==> config.mk <==
export PLATFORM = sky130hd
export DESIGN_NAME = ophist_front
export DESIGN_NICKNAME = d
export VERILOG_FILES = /design/src/ophist_pkg.sv /design/src/ophist_front.sv
export SDC_FILE = /design/constraint.sdc
export NUM_CORES = 1
export LEC_CHECK = 0
export ABC_AREA = 1
export BUFFER_PORTS_ARGS = -buffer_cell sky130_fd_sc_hd__buf_2
export CORE_AREA = 2 2 39 41
export DETAILED_ROUTE_END_ITERATION = 6
export DIE_AREA = 0 0 41 43
export PLACE_DENSITY = 0.77
export SLEW_MARGIN = 20
export SYNTH_ARGS = -nofsm -noshare
export SYNTH_HDL_FRONTEND = slang
export SYNTH_SLANG_ARGS = --single-unit
==> constraint.sdc <==
create_clock -name vclk -period 0.9
set_input_delay 0.045 -clock vclk [all_inputs]
set_output_delay 0.045 -clock vclk [all_outputs]
set_load 0.01 [all_outputs]
==> src/ophist_pkg.sv <==
// Shared types, constants and helpers for the overlapping pattern histogram.
`default_nettype none

package ophist_pkg;

    localparam int MAX_WINDOW  = 10;
    localparam int SHORT_AW    = MAX_WINDOW;
    localparam int LONG_AW     = MAX_WINDOW + 1;
    localparam int COUNT_W     = 32;
    localparam int BITS_W      = 32;
    localparam int LEN_W       = 4;
    localparam int IDX_W       = 11;
    localparam int MARGIN_LOG2 = 5;
    localparam int QUEUE_DEPTH = 2;
    localparam int QPTR_W      = $clog2(QUEUE_DEPTH);
    localparam int QCNT_W      = $clog2(QUEUE_DEPTH + 1);

    localparam logic [LEN_W-1:0] LEN_RESET = LEN_W'(2);

    typedef enum logic [1:0] {
        OP_PUSH   = 2'd0,
        OP_FINISH = 2'd1,
        OP_READ   = 2'd2,
        OP_CLEAR  = 2'd3
    } op_t;

    typedef enum logic [1:0] {
        STATUS_OK    = 2'd0,
        STATUS_FEW   = 2'd1,
        STATUS_RANGE = 2'd2
    } status_t;

    typedef enum logic [2:0] {
        CMD_PUSH,
        CMD_FINISH,
        CMD_READ,
        CMD_READ_BAD,
        CMD_CLEAR
    } cmd_kind_t;

    typedef struct packed {
        cmd_kind_t        kind;
        logic             bit_val;
        logic             table_sel;
        logic [IDX_W-1:0] index;
    } cmd_t;

    typedef enum logic [2:0] {
        B_CLEAR,
        B_IDLE,
        B_WRAP,
        B_READ,
        B_WRITE
    } back_state_t;

    // Clamp the programmed length into 1..MAX_WINDOW.
    function automatic logic [LEN_W-1:0] eff_len(input logic [LEN_W-1:0] raw);
        logic [LEN_W-1:0] m;
        m = raw;
        if (raw == '0) begin
            m = LEN_W'(1);
        end
        else if (raw > LEN_W'(MAX_WINDOW)) begin
            m = LEN_W'(MAX_WINDOW);
        end
        return m;
    endfunction

endpackage

`default_nettype wire

==> src/ophist_front.sv <==
// Command front end: takes transactions, decodes them and range-checks reads.
`default_nettype none

module ophist_front
    import ophist_pkg::*;
(
    input  wire logic             start,
    output logic                  busy,
    input  wire logic [1:0]       operation,
    input  wire logic             bit_req,
    input  wire logic             table_select,
    input  wire logic [IDX_W-1:0] pattern_index,
    input  wire logic [LEN_W-1:0] m,
    input  wire logic             q_full,
    input  wire logic             back_init,
    output logic                  q_wr,
    output cmd_t                  q_cmd
);

    logic             out_of_range;
    logic [IDX_W-1:0] short_over;
    logic [IDX_W-1:0] long_over;

    // Any bit above the table's address width means the index is outside it.
    assign short_over   = pattern_index >> m;
    assign long_over    = pattern_index >> (m + LEN_W'(1));
    assign out_of_range = table_select ? (long_over != '0) : (short_over != '0);

    assign busy = q_full | back_init;
    assign q_wr = start & ~busy;

    always_comb
    begin
        q_cmd.bit_val   = bit_req;
        q_cmd.table_sel = table_select;
        q_cmd.index     = pattern_index;
        case (op_t'(operation))
            OP_PUSH:   q_cmd.kind = CMD_PUSH;
            OP_FINISH: q_cmd.kind = CMD_FINISH;
            OP_READ:   q_cmd.kind = out_of_range ? CMD_READ_BAD : CMD_READ;
            OP_CLEAR:  q_cmd.kind = CMD_CLEAR;
            default:   q_cmd.kind = CMD_CLEAR;
        endcase
    end

endmodule

`default_nettype wire

==> impl_metrics.json <==
{
  "p_leak_nw": 0.4731,
  "synth_area_leaders": "nand2_1, buf_4, inv_1, nand3_1, nand2_2",
  "fmax_mhz": 911.4,
  "ant_nets": 0,
  "startpoint_type": "input port",
  "hold_viol_final": 0,
  "drt_iter0_drc": 7,
  "setup_viol": 1,
  "fin_nets": 153,
  "layout-drive-gt1-share": 0.5078,
  "wl_um": 1176,
  "status": "complete, but fails checks",
  "synth_area_leader_cell": "nand2_1",
  "dieArea_mm2": 0.001763,
  "rows": 14,
  "ys_types": 18,
  "globalRouteTotalUtil": 0.1489,
  "required_ns": 0.85,
  "hold_class": "in -> out",
  "layout_common_cells": "buf_2, nand2_1, inv_1",
  "failed_checks": "setup timing",
  "syn-instance-count": 95,
  "area.sequential_um2": 0,
  "wl_per_cell_um": 8.167,
  "yosysWarnings": 0,
  "period_share": 1.219,
  "antenna_found_initial": 0,
  "vias": 608,
  "fillCellCount": 146,
  "critPathMaxFanout": 8,
  "vias_per_cell": 4.222,
  "grt_overflow_total": 0,
  "hold_end": "q_cmd[12]",
  "placedCellCount": 143,
  "hold_depth": 0,
  "die_x_um": 41,
  "diodes": 0,
  "dpl.hpwl_um": 1003,
  "io_buffers": 38,
  "worst-endpoint-arrival_ns": 1.05,
  "maxCapViolCount": 0,
  "synth_top_area_share": 0.2602,
  "fin_tns_setup_ns": -0.1973,
  "drc": 0,
  "core_mm2": 0.001384,
  "gp_congestion": 0.8892,
  "fin_cells": 144,
  "cp-end-kind": "output pin",
  "worst_pin_slew_ns": 0.1553,
  "design_area_um2": 726.9,
  "grt_pass1_vias": 513,
  "yosysSeqAreaShare": 0,
  "slew_headroom": 0.8957,
  "fp.dieH_um": 43,
  "vdd_drop_max_mv": 0.2233,
  "areaGrowthSynthToFinish_pct": 48.21,
  "start_util": 0.3544,
  "grt_max_degree": 9,
  "syn_nets": 118,
  "nClkBuffers": 0,
  "rsz0062_at_grt": "yes",
  "io_pins": 40,
  "worst_slack_ns": -0.1973,
  "cts_hold_buf": 0,
  "first_pass_iters": 4,
  "path_class": "in -> out",
  "seq_cells": 0,
  "placed_area_um2": 651.9,
  "grt_pass1_wl_um": 1994,
  "holdCritStartpoint": "bit_req",
  "final_common_cell": "buf_2",
  "slew_violations": 0,
  "finalCriticalPeriod_ns": 1.097,
  "p_per_area_mw_per_mm2": 466.0,
  "syn_area_um2": 490.5,
  "synth_area_per_cell_um2": 5.163
}
final cells by class:
type | instances | area [um^2] | area share
Timing Repair Buffer | 47 | 290.3 | 0.3993
Multi-Input combinational cell | 64 | 340.3 | 0.4682
Tap cell | 16 | 20.02 | 0.02754
Inverter | 17 | 76.32 | 0.1050
report_power, final:
group	switching (mW)	total, mW	internal (mW)
clock	0	0	0
sequential	0	0	0
combinational	0.174	0.339	0.165
total	0.174	0.339	0.165
cell usage after synthesis (2+ instances only):
library cell / number
nand3_1: 6
nand2_2: 4
inv_1: 16
buf_4: 13
nand3_2: 2
nor2_2: 2
nor2_1: 6
nand2_1: 34
a21oi_1: 2
o21ai_1: 2
stage by stage:
step	util	power, mW	setup slack (ns)	hold WS, ns
floorplan	-	0.2048	0.02272	0.1450
global placement	0.4711	0.2976	-0.2360	0.09030
detailed placement	0.4711	0.3030	-0.2883	0.09030
CTS	0.5154	0.3341	-0.2086	0.09030
global route	0.5253	0.3800	-0.2905	0.09017
finish	0.5253	0.3388	-0.1973	0.09018
kinds of logic (layout without fill, tap and decap cells):
family	after synthesis	after routing	synth area share
and+or+nand+nor	57	57	0.5306
AOI/OAI and AO/OA	5	5	0.05868
adders and majority gates	1	1	0.02551
buffers and inverters	31	64	0.3673
xor gates and xnor gates	1	1	0.01786
worst max-delay path: stages:
cell,delay [ns]
buf_12,0.09
buf_8,0.12
clkinv_8,0.07
nand2_2,0.06
nand3_2,0.06
o21ai_1,0.14
nand3_1,0.10
nand2_1,0.07
nand2_1,0.05
nand3_1,0.07
nand2_1,0.05
buf_2,0.13
timing repair:
item                       4_1_cts  5_1_grt
pin swaps                       11        6
buffers inserted                 1        0
resized for setup               14        3
hold endpoints to repair         0        0
setup endpoints to repair        1        1
per-layer routing:
metal  track usage  share of wire  up-vias
met5             0              0        -
met4             0              0        0
met3             0          0.050        0
met2        0.2500           0.53       16
met1        0.2184           0.42      253
li1              -              -      339
worst max-delay path by stage:
| stage | startpoint | to | slack (ns) | depth (start not counted) |
|---|---|---|---|---|
| global placement | m[0] | q_cmd[13] | -0.24 | 14 |
| finish | m[0] | q_cmd[13] | -0.20 | 12 |
| detailed placement | m[0] | q_cmd[13] | -0.29 | 14 |
| CTS | m[0] | q_cmd[13] | -0.21 | 14 |
| floorplan | m[0] | q_cmd[13] | 0.02 | 12 |
| global route | m[0] | q_cmd[13] | -0.29 | 14 |
Power figures use the tool's default switching activity.
