`src/ophist_pkg.sv`:
```
// Shared types, constants and helpers for the overlapping pattern histogram.
`default_nettype none

package ophist_pkg;

    localparam int MAX_WINDOW  = 10;
    localparam int SHORT_AW    = MAX_WINDOW;
    localparam int LONG_AW     = MAX_WINDOW + 1;
    localparam int COUNT_W     = 32;
    localparam int BITS_W      = 32;
    localparam int LEN_W       = 4;
    localparam int IDX_W       = 11;
    localparam int MARGIN_LOG2 = 5;
    localparam int QUEUE_DEPTH = 2;
    localparam int QPTR_W      = $clog2(QUEUE_DEPTH);
    localparam int QCNT_W      = $clog2(QUEUE_DEPTH + 1);

    localparam logic [LEN_W-1:0] LEN_RESET = LEN_W'(2);

    typedef enum logic [1:0] {
        OP_PUSH   = 2'd0,
        OP_FINISH = 2'd1,
        OP_READ   = 2'd2,
        OP_CLEAR  = 2'd3
    } op_t;

    typedef enum logic [1:0] {
        STATUS_OK    = 2'd0,
        STATUS_FEW   = 2'd1,
        STATUS_RANGE = 2'd2
    } status_t;

    typedef enum logic [2:0] {
        CMD_PUSH,
        CMD_FINISH,
        CMD_READ,
        CMD_READ_BAD,
        CMD_CLEAR
    } cmd_kind_t;

    typedef struct packed {
        cmd_kind_t        kind;
        logic             bit_val;
        logic             table_sel;
        logic [IDX_W-1:0] index;
    } cmd_t;

    typedef enum logic [2:0] {
        B_CLEAR,
        B_IDLE,
        B_WRAP,
        B_READ,
        B_WRITE
    } back_state_t;

    // Clamp the programmed length into 1..MAX_WINDOW.
    function automatic logic [LEN_W-1:0] eff_len(input logic [LEN_W-1:0] raw);
        logic [LEN_W-1:0] m;
        m = raw;
        if (raw == '0) begin
            m = LEN_W'(1);
        end
        else if (raw > LEN_W'(MAX_WINDOW)) begin
            m = LEN_W'(MAX_WINDOW);
        end
        return m;
    endfunction

endpackage

`default_nettype wire

```
`src/ophist_queue.sv`:
```
// Short command queue between the front end and the execution engine.
`default_nettype none

module ophist_queue
    import ophist_pkg::*;
(
    input  wire logic clk,
    input  wire logic rst_n,
    input  wire logic wr,
    input  wire cmd_t wdata,
    output logic      full,
    input  wire logic rd,
    output cmd_t      rdata,
    output logic      empty
);

    cmd_t              entry_reg [QUEUE_DEPTH];
    logic [QPTR_W-1:0] wr_ptr_reg;
    logic [QPTR_W-1:0] wr_ptr_next;
    logic [QPTR_W-1:0] rd_ptr_reg;
    logic [QPTR_W-1:0] rd_ptr_next;
    logic [QCNT_W-1:0] fill_reg;
    logic [QCNT_W-1:0] fill_next;
    logic              do_wr;
    logic              do_rd;

    assign full  = (fill_reg == QCNT_W'(QUEUE_DEPTH));
    assign empty = (fill_reg == '0);
    assign rdata = entry_reg[rd_ptr_reg];
    assign do_wr = wr & ~full;
    assign do_rd = rd & ~empty;

    always_comb
    begin
        wr_ptr_next = do_wr ? wr_ptr_reg + QPTR_W'(1) : wr_ptr_reg;
        rd_ptr_next = do_rd ? rd_ptr_reg + QPTR_W'(1) : rd_ptr_reg;
        fill_next   = fill_reg;
        if (do_wr && !do_rd) begin
            fill_next = fill_reg + QCNT_W'(1);
        end
        else if (do_rd && !do_wr) begin
            fill_next = fill_reg - QCNT_W'(1);
        end
    end

    always_ff @(posedge clk or negedge rst_n)
    begin
        if (!rst_n) begin
            wr_ptr_reg <= '0;
            rd_ptr_reg <= '0;
            fill_reg   <= '0;
        end
        else begin
            wr_ptr_reg <= wr_ptr_next;
            rd_ptr_reg <= rd_ptr_next;
            fill_reg   <= fill_next;
        end
    end

    always_ff @(posedge clk)
    begin
        if (do_wr) begin
            entry_reg[wr_ptr_reg] <= wdata;
        end
    end

endmodule

`default_nettype wire

```
`config.mk`:
```
export PLATFORM = sky130hd
export DESIGN_NAME = ophist_queue
export DESIGN_NICKNAME = d
export VERILOG_FILES = /design/src/ophist_pkg.sv /design/src/ophist_queue.sv
export SDC_FILE = /design/constraint.sdc
export NUM_CORES = 1
export LEC_CHECK = 0
export BUFFER_PORTS_ARGS = -buffer_cell sky130_fd_sc_hd__buf_2
export CORE_MARGIN = 2
export CORE_UTILIZATION = 40
export DETAILED_ROUTE_END_ITERATION = 6
export HOLD_SLACK_MARGIN = 0.06
export REMOVE_ABC_BUFFERS = 1
export SLEW_MARGIN = 25
export SYNTH_ARGS = -nofsm -noshare
export SYNTH_HDL_FRONTEND = slang
export SYNTH_SLANG_ARGS = --single-unit
```
`constraint.sdc`:
```
create_clock -name clk -period 2.1 [get_ports clk]
set_input_delay 0.21 -clock clk [delete_from_list [all_inputs] [get_ports clk]]
set_output_delay 0.21 -clock clk [all_outputs]
set_load 0.05 [all_outputs]
```
==> metrics <==
peak per-stage delay on the critical path 0.50 ns; RSZ-0062 raised after global routing false; antenna diode count 0; leakage power 0.000782 uW; GR Util All Layers 0.122; wire length after detailed routing 2.18 mm; worst max-slew margin expressed relative to the limit 0.798; Combinational Power Share 0.461; cell area power density 1500 nW/um^2; count of buffers from port buffering 37; met3 routed WL 159 um; # Max-Cap Violations 0; fraction of layout cells with a size suffix above 1 0.485; worst setup path class flip-flop to output pin; Metal-1 WL 905 um; worst-path cell with the longest stage delay sky130_fd_sc_hd__dfrtp_1; CP bufs+invs 2; synthesized netlist cell count 69; post-synthesis sequential area ratio 0.756; global-route wire length before repair 3.53 mm; I/O pin total 38; largest fanout of any net on the critical path 13; post-cts gate resize count 0; clock period minus final worst setup slack 1.80 ns; core area 3360 sq um; area added between synthesis and finish 35.3%; CTS root buf sky130_fd_sc_hd__clkbuf_4; slew at the pin with the worst max-slew slack 0.304 ns; Flop pwr share 0.377; Setup crit start kind flip-flop; mean routed wirelength per cell 12.3 um; Antenna Violating Nets Remaining 0; final clock period utilization by the worst path 0.857; total number of placement rows 21; number of failing hold endpoints at the final stage 0; HPWL after detailed placement 1.50 mm; net switching power 1160 uW; Pre-Repair DR Iteration Count 3; Cells after DPL 153; number of H-tree branching levels 2; sink count of the clock tree 36; non-filler instance count after layout 178; CTS tree built; run status finished, final reports clean; die outline width 63.2 um; flip-flop count of the largest register, all copies and words added 32; required time at the endpoint of the critical path 1.89 ns; fmax 556 MHz; flop and latch count out of synthesis 36; combined area of all synthesized cells 1400 sq um; switch share 0.407; Setup Total Neg Slack 0 ns; global placement routability congestion 0.639; overall die area 4000 sq um; overflow left after global routing 0; Distinct cells, synth 15; met2 wirelength from detailed routing 1.10 mm; CP top delay family flip-flops; leading cell types in the layout, fill and taps excluded sky130_fd_sc_hd__buf_2, sky130_fd_sc_hd__edfxtp_1, sky130_fd_sc_hd__dlygate4sd3_1, sky130_fd_sc_hd__mux2_4, sky130_fd_sc_hd__mux2_2; total of endpoints with negative setup slack in the final report 0; Filler cells 297; Critical Path End Type output pin; maximum clock skew at final layout 0.00612 ns; initial cell density of the core 0.417; type of the tightest min-delay check input pin to async pin; vias in the first global route 738; clock network latency to the later pin of the worst-skew pair 0.33 ns; starting DRC count in detailed routing 19; initial antenna violation count 0; internal power 1690 uW; Clk pwr share 0.162; uppermost layer routed met4; total power 2850 uW; y dimension of the die 63.2 um; number of buffers created by CTS 5; clock-pin slew on the worst setup and hold paths 0.10 ns; residual DRC count 0; clk buf depth 2; crit-path cells buf_12, mux2_2, buf_2; vias per std cell 4.34; data arrival time of the critical path 1.59 ns; final net count 152; syn_area_per_cell 20.3 sq um; Max rail drop VDD 720 uV; warnings from Yosys 0; detailed-route via count 773; total count of max-transition violations in the final report 0; pin count of the biggest net entering global routing 14; commonest non-fill, non-tap cell in the layout sky130_fd_sc_hd__buf_2
-- cells in the mapped netlist --
cell type                  instances  area, sq um
sky130_fd_sc_hd__buf_6             1         11.3
sky130_fd_sc_hd__and3_1            1         6.26
sky130_fd_sc_hd__mux2_4            9          135
sky130_fd_sc_hd__nand2_1           1         3.75
sky130_fd_sc_hd__inv_1             2         7.51
sky130_fd_sc_hd__o21ai_1           1         5.00
sky130_fd_sc_hd__ha_1              1         12.5
sky130_fd_sc_hd__xor2_1            2         17.5
sky130_fd_sc_hd__nor2_1            3         11.3
sky130_fd_sc_hd__buf_12            1         20.0
sky130_fd_sc_hd__mux2_2            7         78.8
sky130_fd_sc_hd__xnor2_1           3         26.3
sky130_fd_sc_hd__nand2b_1          1         6.26
sky130_fd_sc_hd__edfxtp_1         32          961
sky130_fd_sc_hd__dfrtp_1           4          100
-- layout make-up --
type,instances,area (sq um),area share
multi-input cells,29,305,0.161
well taps,46,57.6,0.0303
flip-flops and latches,36,1060,0.559
clock buffers,6,41.3,0.0218
clock inverters,2,35.0,0.0185
inverters,2,7.51,0.00396
repair buffers,57,390,0.206
-- worst reg2reg max path: stages (launching register included) --
cell	delay, ns
sky130_fd_sc_hd__dfrtp_1	0.44
sky130_fd_sc_hd__nand2b_1	0.19
sky130_fd_sc_hd__nand2_1	0.14
sky130_fd_sc_hd__inv_1	0.07
sky130_fd_sc_hd__ha_1	0.33
sky130_fd_sc_hd__nor2_1	0.14
sky130_fd_sc_hd__xor2_1	0.15
-- kinds of logic (layout without fill, tap and decap cells) --
logic type      count (synthesis)  in the layout  synth area share
compound gates                  1              1           0.00356
xor+xnor                        5              5            0.0312
fa+ha+maj                       1              1           0.00892
buf+inv                         4             67            0.0277
flops                          36             36             0.756
mux                            16             16             0.153
simple gates                    6              6            0.0196
-- per-stage QoR --
step                      instance area [sq um]  setup slack [ns]  hold slack [ns]  utilization
after CTS                                  1890             0.252           0.0697        0.561
after global placement                     1650             0.632           0.0209        0.491
after detailed placement                   1650             0.588           0.0275        0.491
after floorplan                            1370             0.369          -0.0856            -
final                                      1900             0.301            0.194        0.564
after global routing                       1900             0.220            0.188        0.564
-- metal layers --
| layer | track usage | up-vias |
|---|---|---|
| li1 | - | 383 |
| met1 | 0.140 | 363 |
| met2 | 0.193 | 25 |
| met3 | 0.0554 | 2 |
| met4 | 0.0652 | 0 |
| met5 | 0 | - |
-- final timing paths --
| kind | slack [ns] | endpoint | from | cells past startpoint |
|---|---|---|---|---|
| min | 0.19 | rd_ptr_reg | rst_n | 2 |
| max in group asynchronous | 1.78 | fill_reg[1] | rst_n | 2 |
| min reg2reg | 0.54 | fill_reg[1] | fill_reg[1] | 1 |
| min in group clk | 0.22 | rd_ptr_reg | rd | 3 |
| max | 0.30 | rdata[7] | rd_ptr_reg | 3 |
| max reg2reg | 0.58 | fill_reg[1] | fill_reg[0] | 6 |
-- timing repair --
item | in CTS | in global routing
buffers inserted | 0 | 0
hold endpoints to repair | 34 | 2
hold buffers | 16 | 1
-- power by group through the flow --
stage | Clock (uW) | Sequential (uW) | Combinational, uW
2_1_floorplan | 0 | 1110 | 983
3_3_place_gp | 0 | 1090 | 1300
3_5_place_dp | 0 | 1090 | 1310
4_1_cts | 484 | 1080 | 1340
5_1_grt | 516 | 1100 | 1390
6_report | 462 | 1070 | 1320
(Power assumes the default switching activity.)
